$ cat src/hw/rtl/timestamp_fifo_with_drop_stats_top_macros.svh
// Assertion helpers for the timestamp queue. Each one expects clk and arst_n in scope.
`ifndef TIMESTAMP_FIFO_WITH_DROP_STATS_TOP_MACROS_SVH
`define TIMESTAMP_FIFO_WITH_DROP_STATS_TOP_MACROS_SVH

// The consequent must hold in the same cycle as the antecedent.
`define TFDS_ASSERT_SAME(lbl, ante, cons, msg) \
	lbl: assert property (@(posedge clk) disable iff (!arst_n) (ante) |-> (cons)) \
		else $error(msg);

// The consequent must hold in the cycle after the antecedent.
`define TFDS_ASSERT_NEXT(lbl, ante, cons, msg) \
	lbl: assert property (@(posedge clk) disable iff (!arst_n) (ante) |=> (cons)) \
		else $error(msg);

`endif

$ cat src/hw/rtl/tfds_pkg.sv
package tfds_pkg;

	localparam int DEPTH     = 32;
	localparam int TIME_BITS = 32;

	localparam int IDX_W   = (DEPTH > 1) ? $clog2(DEPTH) : 1;
	localparam int CNT_W   = $clog2(DEPTH + 1);
	localparam int NOW_W   = 32;
	localparam int WAIT_W  = 32;
	localparam int OCC_W   = 6;
	localparam int TOTAL_W = 32;
	localparam int DELAY_W = 48;

	localparam logic [DELAY_W-1:0] DELAY_MAX = '1;

	typedef logic [IDX_W-1:0]     idx_t;
	typedef logic [CNT_W-1:0]     cnt_t;
	typedef logic [TIME_BITS-1:0] stamp_t;

	typedef enum logic {
		CMD_ARRIVE  = 1'b0,
		CMD_SERVICE = 1'b1
	} cmd_t;

	typedef enum logic [1:0] {
		STS_ACCEPTED = 2'd0,
		STS_DROPPED  = 2'd1,
		STS_REMOVED  = 2'd2,
		STS_EMPTY    = 2'd3
	} status_t;

	typedef enum logic [1:0] {
		S_IDLE = 2'b01,
		S_READ = 2'b10
	} state_t;

	// Commands from the controller to the datapath.
	typedef struct packed {
		logic arrive;
		logic empty_svc;
		logic start_read;
		logic finish_read;
		logic out_take;
	} ctrl_t;

	// Status from the datapath to the controller.
	typedef struct packed {
		logic empty;
		logic out_full;
	} stat_t;

	function automatic idx_t next_idx(idx_t i);
		return (i == IDX_W'(DEPTH - 1)) ? '0 : i + 1'b1;
	endfunction

endpackage

$ cat src/hw/rtl/tfds_ram.sv
module tfds_ram #(
	parameter int WIDTH = 32,
	parameter int DEPTH = 32,
	localparam int AW = (DEPTH > 1) ? $clog2(DEPTH) : 1
) (
	input  logic             clk,
	input  logic             we,
	input  logic [AW-1:0]    waddr,
	input  logic [WIDTH-1:0] wdata,
	input  logic             re,
	input  logic [AW-1:0]    raddr,
	output logic [WIDTH-1:0] rdata
);

	logic [WIDTH-1:0] mem_q [DEPTH];

	always_ff @(posedge clk) begin
		if (we) begin
			mem_q[waddr] <= wdata;
		end
		if (re) begin
			rdata <= mem_q[raddr];
		end
	end

endmodule

$ cat src/hw/rtl/tfds_ctrl.sv
module tfds_ctrl import tfds_pkg::*; (
	input  logic  clk,
	input  logic  arst_n,
	input  logic  in_valid,
	output logic  in_stall,
	input  logic  command,
	input  logic  out_stall,
	input  stat_t stat,
	output ctrl_t ctrl
);

	state_t state_q;
	logic   in_ready;
	logic   accept;
	logic   is_service;

	// A new word is taken only when the output register is free or drains this cycle.
	assign in_ready   = (state_q == S_IDLE) && (!stat.out_full || !out_stall);
	assign in_stall   = !in_ready;
	assign accept     = in_valid && in_ready;
	assign is_service = (command == CMD_SERVICE);

	always_comb begin
		ctrl.arrive      = accept && !is_service;
		ctrl.empty_svc   = accept && is_service && stat.empty;
		ctrl.start_read  = accept && is_service && !stat.empty;
		ctrl.finish_read = (state_q == S_READ);
		ctrl.out_take    = stat.out_full && !out_stall;
	end

	always_ff @(posedge clk or negedge arst_n) begin
		if (!arst_n) begin
			state_q <= S_IDLE;
		end else begin
			case (state_q)
				S_IDLE: begin
					if (ctrl.start_read) begin
						state_q <= S_READ;
					end
				end
				S_READ: begin
					state_q <= S_IDLE;
				end
				default: begin
					state_q <= S_IDLE;
				end
			endcase
		end
	end

endmodule

$ cat src/hw/rtl/tfds_datapath.sv
module tfds_datapath import tfds_pkg::*; (
	input  logic                clk,
	input  logic                arst_n,
	input  ctrl_t               ctrl,
	output stat_t               stat,
	input  logic [NOW_W-1:0]    now,
	output logic [1:0]          status,
	output logic [WAIT_W-1:0]   wait_time,
	output logic [OCC_W-1:0]    occupancy,
	output logic [TOTAL_W-1:0]  accepted_count,
	output logic [TOTAL_W-1:0]  dropped_count,
	output logic [DELAY_W-1:0]  delay_total,
	output logic                out_valid
);

	idx_t                head_q;
	idx_t                tail_q;
	cnt_t                count_q;
	logic [TOTAL_W-1:0]  acc_q;
	logic [TOTAL_W-1:0]  drop_q;
	logic [DELAY_W-1:0]  delay_q;
	logic                out_valid_q;
	stamp_t              now_s1;
	stamp_t              rd_stamp;

	status_t             status_q;
	logic [WAIT_W-1:0]   wait_q;
	logic [OCC_W-1:0]    occ_q;

	logic                full;
	logic                empty;
	logic                write_en;
	stamp_t              wait_v;
	logic [DELAY_W:0]    sum_w;
	logic [DELAY_W-1:0]  delay_next;
	logic                load_out;

	assign full     = (count_q == CNT_W'(DEPTH));
	assign empty    = (count_q == '0);
	assign write_en = ctrl.arrive && !full;
	assign load_out = ctrl.arrive || ctrl.empty_svc || ctrl.finish_read;

	// The stamp read in the previous cycle meets the time latched with the service word.
	assign wait_v     = now_s1 - rd_stamp;
	assign sum_w      = {1'b0, delay_q} + (DELAY_W + 1)'(wait_v);
	assign delay_next = sum_w[DELAY_W] ? DELAY_MAX : sum_w[DELAY_W-1:0];

	assign stat.empty    = empty;
	assign stat.out_full = out_valid_q;

	tfds_ram #(
		.WIDTH(TIME_BITS),
		.DEPTH(DEPTH)
	) u_stamp_ram (
		.clk  (clk),
		.we   (write_en),
		.waddr(tail_q),
		.wdata(TIME_BITS'(now)),
		.re   (ctrl.start_read),
		.raddr(head_q),
		.rdata(rd_stamp)
	);

	always_ff @(posedge clk or negedge arst_n) begin
		if (!arst_n) begin
			head_q      <= '0;
			tail_q      <= '0;
			count_q     <= '0;
			acc_q       <= '0;
			drop_q      <= '0;
			delay_q     <= '0;
			out_valid_q <= 1'b0;
		end else begin
			if (ctrl.arrive) begin
				if (full) begin
					drop_q <= drop_q + 1'b1;
				end else begin
					tail_q  <= next_idx(tail_q);
					count_q <= count_q + 1'b1;
					acc_q   <= acc_q + 1'b1;
				end
			end
			if (ctrl.finish_read) begin
				head_q  <= next_idx(head_q);
				count_q <= count_q - 1'b1;
				delay_q <= delay_next;
			end
			if (load_out) begin
				out_valid_q <= 1'b1;
			end else if (ctrl.out_take) begin
				out_valid_q <= 1'b0;
			end
		end
	end

	always_ff @(posedge clk) begin
		if (ctrl.start_read) begin
			now_s1 <= TIME_BITS'(now);
		end
		if (ctrl.arrive) begin
			status_q <= full ? STS_DROPPED : STS_ACCEPTED;
			wait_q   <= '0;
			occ_q    <= full ? OCC_W'(count_q) : OCC_W'(count_q + 1'b1);
		end else if (ctrl.empty_svc) begin
			status_q <= STS_EMPTY;
			wait_q   <= '0;
			occ_q    <= OCC_W'(count_q);
		end else if (ctrl.finish_read) begin
			status_q <= STS_REMOVED;
			wait_q   <= WAIT_W'(wait_v);
			occ_q    <= OCC_W'(count_q - 1'b1);
		end
	end

	// Totals are shown straight from the state; no word is taken while one is in flight.
	assign status         = status_q;
	assign wait_time      = wait_q;
	assign occupancy      = occ_q;
	assign accepted_count = acc_q;
	assign dropped_count  = drop_q;
	assign delay_total    = delay_q;
	assign out_valid      = out_valid_q;

endmodule

$ cat src/hw/rtl/timestamp_fifo_with_drop_stats_top.sv
// An arrival, or a service on an empty queue, gives its result in the cycle after accept.
// A service that removes an entry gives its result from the result registers, loaded in the
// read state after the registered read of the stamp memory.
// One arrival word per cycle unless out_stall holds a full output; none while a stamp is read.
// Reset (arst_n low, asynchronous) clears pointers, entry count, totals and output valid;
// the stamp memory is not cleared and needs no clearing pass.
`include "timestamp_fifo_with_drop_stats_top_macros.svh"

module timestamp_fifo_with_drop_stats_top import tfds_pkg::*; (
	input  logic                clk,
	input  logic                arst_n,
	input  logic                in_valid,
	output logic                in_stall,
	input  logic                command,
	input  logic [NOW_W-1:0]    now,
	output logic                out_valid,
	input  logic                out_stall,
	output logic [1:0]          status,
	output logic [WAIT_W-1:0]   wait_time,
	output logic [OCC_W-1:0]    occupancy,
	output logic [TOTAL_W-1:0]  accepted_count,
	output logic [TOTAL_W-1:0]  dropped_count,
	output logic [DELAY_W-1:0]  delay_total
);

	ctrl_t ctrl;
	stat_t stat;
	logic  out_drop;
	logic  out_acc;

	tfds_ctrl u_ctrl (
		.clk      (clk),
		.arst_n   (arst_n),
		.in_valid (in_valid),
		.in_stall (in_stall),
		.command  (command),
		.out_stall(out_stall),
		.stat     (stat),
		.ctrl     (ctrl)
	);

	tfds_datapath u_dp (
		.clk           (clk),
		.arst_n        (arst_n),
		.ctrl          (ctrl),
		.stat          (stat),
		.now           (now),
		.status        (status),
		.wait_time     (wait_time),
		.occupancy     (occupancy),
		.accepted_count(accepted_count),
		.dropped_count (dropped_count),
		.delay_total   (delay_total),
		.out_valid     (out_valid)
	);

	assign out_drop = out_valid && (status == STS_DROPPED);
	assign out_acc  = out_valid && (status == STS_ACCEPTED);

	`TFDS_ASSERT_SAME(a_stall_back, out_valid && out_stall, in_stall, "input taken while blocked")
	`TFDS_ASSERT_NEXT(a_read_done, ctrl.start_read, ctrl.finish_read, "stamp read not completed")
	`TFDS_ASSERT_SAME(a_drop_full, out_drop, occupancy == OCC_W'(DEPTH), "drop below full")
	`TFDS_ASSERT_SAME(a_acc_nonempty, out_acc, occupancy != '0, "accept with empty queue")

endmodule
$ cat config.mk
export PLATFORM = sky130hd
export DESIGN_NAME = timestamp_fifo_with_drop_stats_top
export DESIGN_NICKNAME = d
export VERILOG_FILES = /design/src/hw/rtl/tfds_pkg.sv /design/src/hw/rtl/tfds_ram.sv /design/src/hw/rtl/tfds_ctrl.sv /design/src/hw/rtl/tfds_datapath.sv /design/src/hw/rtl/timestamp_fifo_with_drop_stats_top.sv
export VERILOG_INCLUDE_DIRS = /design/src /design/src/hw/rtl
export SDC_FILE = /design/constraint.sdc
export NUM_CORES = 2
export LEC_CHECK = 0
export ABC_AREA = 1
export BUFFER_PORTS_ARGS = -buffer_cell sky130_fd_sc_hd__buf_2
export CORE_UTILIZATION = 65
export CTS_CLUSTER_SIZE = 20
export DETAILED_ROUTE_END_ITERATION = 7
export PLACE_DENSITY = 0.83
export SLEW_MARGIN = 20
export SYNTH_ARGS = -nofsm -noshare
export SYNTH_HDL_FRONTEND = slang
export SYNTH_SLANG_ARGS = --single-unit
$ cat constraint.sdc
create_clock -name clk -period 11.4 [get_ports clk]
set_input_delay 0.57 -clock clk [delete_from_list [all_inputs] [get_ports clk]]
set_output_delay 0.57 -clock clk [all_outputs]
set_load 0.01 [all_outputs]
# [Word-level counts from Yosys, hierarchy flattened]
# Memories as Yosys holds them, arrays and structs flattened. A register that Yosys moved wholly into a read port is not among the register bits.
# Cells that the tools add are included.
[classes] add_sub_neg=8 eq_ne=6 n_mux=19 bitwise=1 reduce_logical=24
[ops] op="adder 32 x 1 -> 32 bit, second input constant" n=2
[ops] op="adder 48 x 32 -> 49 bit" n=1
[ops] op="two-way mux 48 bit" n=1
[ops] op="two-way mux 6 bit" n=6
[ops] op="subtractor 32 bit" n=1
[ops] op="adder 5 x 1 -> 5 bit, second input constant" n=2
[ops] op="equality test 5 bit, second input constant" n=2
[ops] op="two-way mux 2 bit" n=5
[ops] op="two-way mux 5 bit" n=2
[ops] op="logical AND 1 bit" n=8
[ops] op="adder 6 x 1 -> 6 bit, second input constant" n=1
[ops] op="equality test 6 bit, second input constant" n=1
[ops] op="logical NOT 1 bit" n=6
[ops] op="logical NOT 6 bit" n=1
[ops] op="subtractor 6 x 1 -> 6 bit, second input constant" n=1
[ops] op="two-way mux 1 bit" n=5
[ops] op="AND reduction 2 bit" n=2
[ops] op="nonzero test 2 bit" n=2
[ops] op="logical OR 1 bit" n=3
[ops] op="nonzero test 3 bit" n=1
[ops] op="equality test 2 x 1 -> 1 bit, second input constant" n=1
[ops] op="equality test 2 bit, second input constant" n=1
[ops] op="!= test 2 x 1 -> 1 bit, second input constant" n=1
[ops] op="OR reduction 2 bit" n=1
[ops] op="NOT 1 bit" n=1
[word_totals] regBits=203 ramBits=1024 input_bits=37 output_inout_bits=154 word_cells=71 n_memories=1
[mem_list] name="u_dp.u_stamp_ram.mem_q" words=32 width=32 read_ports=1 rd_ports_with_merged_regs=1 write_ports=1 line="tfds_ram.sv:15" source="logic [WIDTH-1:0] mem_q [DEPTH];"

# [Longest topological paths before layout]
[logic_depth] depth_word=9 ltp_mapped=29 depth_no_buf=29

# [Hierarchy]
# Synthesis repeated with hierarchy kept, for this count alone.
[hier_totals] cells_unflattened=5618 hier_area_um2=56958.4
[modules_own_cells] mod="tfds_ram" n_inst=1 cells_each=3536 area_each_um2=42726.0 seq_area_each_um2=31710.4
[modules_own_cells] mod="tfds_datapath" n_inst=1 cells_each=2061 area_each_um2=14102.3 seq_area_each_um2=5069.9
[modules_own_cells] mod="tfds_ctrl" n_inst=1 cells_each=21 area_each_um2=130.1 seq_area_each_um2=51.3

# [Worst setup path after synthesis]
# OpenSTA, ideal clock, no wires.
[synth_timing] path_kind="input -> register" startpoint="input out_stall" endpoint="memory u_dp.u_stamp_ram.mem_q[23][0], enable pin" setup_ps=461 arrival_time_ps=3714 required_time_ps=10939 path_slack_ps=7225 path_stages=10 path_buffers=1 path_cell_list="nand2_1 -> nand4_2 -> nor2_4 -> nand2_4 -> buf_6 -> nor2_1 -> inv_1 -> nor2_1 -> inv_1 -> nor3_1"
[synth_between] elab_chain_len=8
[synth_lines] element="from (decl)" line="timestamp_fifo_with_drop_stats_top.sv:17" source="input logic out_stall,"
[synth_lines] element="logical NOT 1 bit" line="tfds_ctrl.sv:18" source="assign in_ready = (state_q == S_IDLE) && (!stat.out_full || !out_stall);"
[synth_lines] element="logical OR 1 bit" line="tfds_ctrl.sv:18"
[synth_lines] element="logical AND 1 bit" line="tfds_ctrl.sv:18"
[synth_lines] element="logical AND 1 bit" line="tfds_ctrl.sv:20" source="assign accept = in_valid && in_ready;"
[synth_lines] element="logical AND 1 bit" line="tfds_ctrl.sv:24" source="ctrl.arrive = accept && !is_service;"
[synth_lines] element="logical AND 1 bit" line="tfds_datapath.sv:40" source="assign write_en = ctrl.arrive && !full;"
[synth_lines] element="two-way mux 1 bit" line="tfds_ram.sv:18" source="if (we) begin"
[synth_lines] element="two-way mux 1 bit (implied by the code)" line="tfds_ram.sv:19" source="mem_q[waddr] <= wdata;"
[synth_lines] element="to (decl)" line="tfds_ram.sv:15"
# No other way between the ends.

# [Worst setup path in the final report]
[layout_timing] startpoint="register u_dp.u_stamp_ram.rdata[8], read port of u_dp.u_stamp_ram.mem_q" endpoint="register u_dp.delay_q[27], in the netlist u_dp.delay_total[27]"
[layout_between] elab_chain_len=3
[layout_lines] element="from (decl)" line="tfds_ram.sv:12" source="output logic [WIDTH-1:0] rdata"
[layout_lines] element="subtractor 32 bit" line="tfds_datapath.sv:44" source="assign wait_v = now_s1 - rd_stamp;"
[layout_lines] element="named net u_dp.wait_v[13]" line="tfds_datapath.sv:33" source="stamp_t wait_v;"
[layout_lines] element="adder 48 x 32 -> 49 bit" line="tfds_datapath.sv:45" source="assign sum_w = {1'b0, delay_q} + (DELAY_W + 1)'(wait_v);"
[layout_lines] element="two-way mux 48 bit" line="tfds_datapath.sv:46" source="assign delay_next = sum_w[DELAY_W] ? DELAY_MAX : sum_w[DELAY_W-1:0];"
[layout_lines] element="to (signal assigned)" line="tfds_datapath.sv:86" source="delay_q <= delay_next;"
[layout_lines] element="to (decl)" line="tfds_datapath.sv:21" source="logic [DELAY_W-1:0] delay_q;"
# The timed path passes the listed nets, and every way through them passes these cells.
# A chain may end at the register's enable or synchronous reset.

==> results.yml <==
run_status:
  status: "completed"
setup_path:
  crit_required_ns: 11.92
  ff2ff_setup_slack_ns: 7.07
  rr_worst_depth: 20
  slowest_stage: "inv_2"
  max_stage_delay_ns: 0.61
  crit_family: "simple AND/OR/NAND/NOR gates"
  path_common_cell: "nand2_1"
  worst-path-buf-inv: 5
  endpoint_kind: "flip-flop"
  r2r_start: "u_dp.u_stamp_ram.rdata[8]"
  arrival_ns: 4.85
  path_class: "reg2reg"
  cp_max_fo: 20
  reg2reg_to: "u_dp.delay_total[27]"
  crit_chain: "inv_1, ha_1, nand2_1, inv_1, nand2_1, nor3_1, nand2_1, nand2_1, xor2_1, ha_1, nand2_1, inv_1, nand2_1, inv_1, a21oi_1, nand2_2, nand2_1, nand3_2, inv_2, a21oi_2"
  start_kind: "flip-flop"
floorplan:
  dieWidth_um: 293
  die_h_um: 293
  die-area_um2: 85900
  placeableCoreArea_um2: 83800
  std_cell_rows: 106
  io_pins: 191
  start_util_pct: 65.7
timing:
  slew_violations: 0
  fin_skew_ns: 0.0668
  post-route-period-util_pct: 38.0
  fin_crit_ns: 4.33
  slew_headroom_pct: 22.8
  finalHoldViolations: 0
  setup-tns-final_ns: 0
  grt_setup_unrepaired: "false"
  fmax_mhz: 231
  setup_viol: 0
  worstMarginPinSlew_ns: 1.15
worst_hold_path:
  worstHoldPathCells: 3
  hold_path.class: "in2reg"
  hp-start: "out_stall"
  min_to: "u_dp.out_valid"
clocking:
  clk_latency_ns: 0.72
  clkSinkCount: 1259
  numCtsBuffers: 118
  cts.clk_slew.worst_paths_ns: 0.06
  ctsRootBufferMaster: "clkbuf_16"
  cts_max_path_buffers: 3
  cts_tree: "done"
  cts_max_level: 3
power_and_ir_drop:
  vdd_drop_max_mv: 0.166
  power_uw: 14400
  power_leakage_uw: 0.0228
  power_density_nw_per_um2: 237
final_layout:
  area_growth_pct: 10.6
  drive_gt1_share_pct: 10.4
  fillCellCount: 5593
  final_nets: 5160
flow_run:
  drv_cap: 0
route:
  drc_errors: 0
  routed_via_density: 6.38
  num_vias: 40121
  routedWlPerCell_um: 24.8
  detail-route-antenna-nets: 0
  drt-total-wl_um: 156000
  drt-initial-drc-count: 5462
  dr.pass1.iters: 6
global_route:
  grt_pass1_vias: 38267
  grt-ovfl-total: 0
  antenna_found_initial: 6
  grt.total_usage_pct: 36.1
  grt_max_degree: 178
  grt_pass1_wl_um: 231000
synth:
  synth.top_cell.area_share_pct: 59.7
  synthTopCellsByCount: "edfxtp_1, nand2_1, nor2_1, o21ai_0, inv_1"
  synth_edf_count: 1096
  synth_ff_type: "edfxtp_1"
  syn_nets: 5026
  synth_area_um2: 55100
  synth.area.top_cells: "edfxtp_1, nand2_1, dfrtp_1, nor2_1, o21ai_0"
  ys_seq_area_share_pct: 66.9
  synth-async-reset-ratio_pct: 10.4
  synth.most_common_cell: "edfxtp_1"
  synthDistinctLibCells: 49
  synth_warnings: 0
  ys_seq_elements: 1259
  syn-instance-count: 4911
  yosys.area.top_type: "edfxtp_1"
  postSynthAreaPerCell_um2: 11.2
placement:
  port_buffers: 190
  dpl.hpwl_um: 92900
  place_congestion: 1.01
-- placed cells by master, fill, tap and decap left out, types with 35 or more instances in the layout --
cell | netlist | routed
nor3_1 | 54 | 50
o21ai_1 | 53 | 53
nand2_1 | 871 | 870
buf_2 | 83 | 189
dfrtp_1 | 130 | 125
buf_4 | 24 | 50
o21ai_0 | 428 | 428
ha_1 | 76 | 76
inv_1 | 331 | 328
nor2_4 | 5 | 35
clkbuf_16 | 0 | 119
xor2_1 | 81 | 81
edfxtp_1 | 1096 | 1096
a21oi_1 | 178 | 178
nor2_1 | 641 | 611
nand3_1 | 142 | 142
a21o_1 | 48 | 48
o22ai_1 | 204 | 204
o221ai_1 | 94 | 94
-- logic make-up after synthesis --
group / share of synthesized area [%]
compound gates: 11.3
simple gates: 13.8
fa+ha+maj: 1.80
buf+inv: 4.59
flops: 66.9
xor+xnor: 1.69
-- cell type report --
cell class	instances	area, um^2	share of cell area [%]
Inverter	341	1300	2.13
Antenna cell	2	5.00	0.00821
Clock inverter	73	689	1.13
Multi-Input combinational cell	3074	16000	26.2
Clock buffer	150	3140	5.16
Timing Repair Buffer	251	1540	2.53
Sequential cell	1259	36800	60.5
Tap cell	1134	1420	2.33
-- power by group --
part	internal [uW]	switching, uW	total [uW]	leakage, uW
combinational	1500	3440	4940	0.00915
sequential	5320	292	5610	0.0118
clock	2160	1720	3890	0.00186
-- worst max path at each step --
stage,start,to,slack [ns],depth (start not counted)
after floorplan,out_stall,u_dp.u_stamp_ram.mem_q[23][0],7.23,10
after global placement,u_dp.u_stamp_ram.rdata[8],u_dp.delay_total[23],7.27,20
after detailed placement,u_dp.u_stamp_ram.rdata[8],u_dp.delay_total[30],7.27,20
after CTS,u_dp.now_s1[0],u_dp.delay_total[30],7.19,24
after global routing,u_dp.u_stamp_ram.rdata[26],u_dp.delay_total[24],6.81,21
final,u_dp.u_stamp_ram.rdata[8],u_dp.delay_total[27],7.07,20
-- state kept, by name (all words and copies together), names as in the netlist --
register and flops:
u_dp.u_stamp_ram.mem_q 1024, u_dp.delay_total 48, u_dp.accepted_count 32, u_dp.dropped_count 32
u_dp.now_s1 32, u_dp.u_stamp_ram.rdata 32, u_dp.wait_time 32, u_dp.count_q 6
u_dp.occupancy 6, u_dp.head_q 5, u_dp.tail_q 5, u_ctrl.state_q 2
u_dp.status 2, u_dp.out_valid 1
-- metrics by stage --
stage | instance area [um^2] | worst slack, ns | hold WS [ns] | utilization [%] | cells
2_1_floorplan | 55100 | 7.23 | 0.274 | - | 4911
3_3_place_gp | 56900 | 7.27 | 0.432 | 67.9 | 6050
3_5_place_dp | 57100 | 7.27 | 0.436 | 68.1 | 6057
4_1_cts | 60900 | 7.19 | 0.198 | 72.7 | 6281
5_1_grt | 60900 | 6.81 | 0.225 | 72.7 | 6284
6_report | 60900 | 7.07 | 0.218 | 72.7 | 6284
-- timing repair --
item,CTS,global route
hold buffers,1,0
hold endpoints to repair,61,0
gates resized for setup,0,0
buffers inserted,0,0
-- routing by layer --
layer / track usage (%) / share of wire, % / vias to the layer above
met5: 0 / 0.014 / -
met3: 6.22 / 12 / 526
met2: 57.1 / 46 / 2987
met1: 48.5 / 36 / 18982
met4: 19.0 / 5.7 / 4
li1: - / - / 17622
-- worst register-to-register path, stage by stage (launching register included) --
cell and delay [ns]:
edfxtp_1 0.43, inv_1 0.12, ha_1 0.39, nand2_1 0.13, inv_1 0.09, nand2_1 0.08, nor3_1 0.14, nand2_1 0.07
nand2_1 0.18, xor2_1 0.41, ha_1 0.38, nand2_1 0.11, inv_1 0.06, nand2_1 0.07, inv_1 0.05, a21oi_1 0.17
nand2_2 0.12, nand2_1 0.10, nand3_2 0.30, inv_2 0.61, a21oi_2 0.13
No activity file was read; power rests on OpenSTA's default activity.
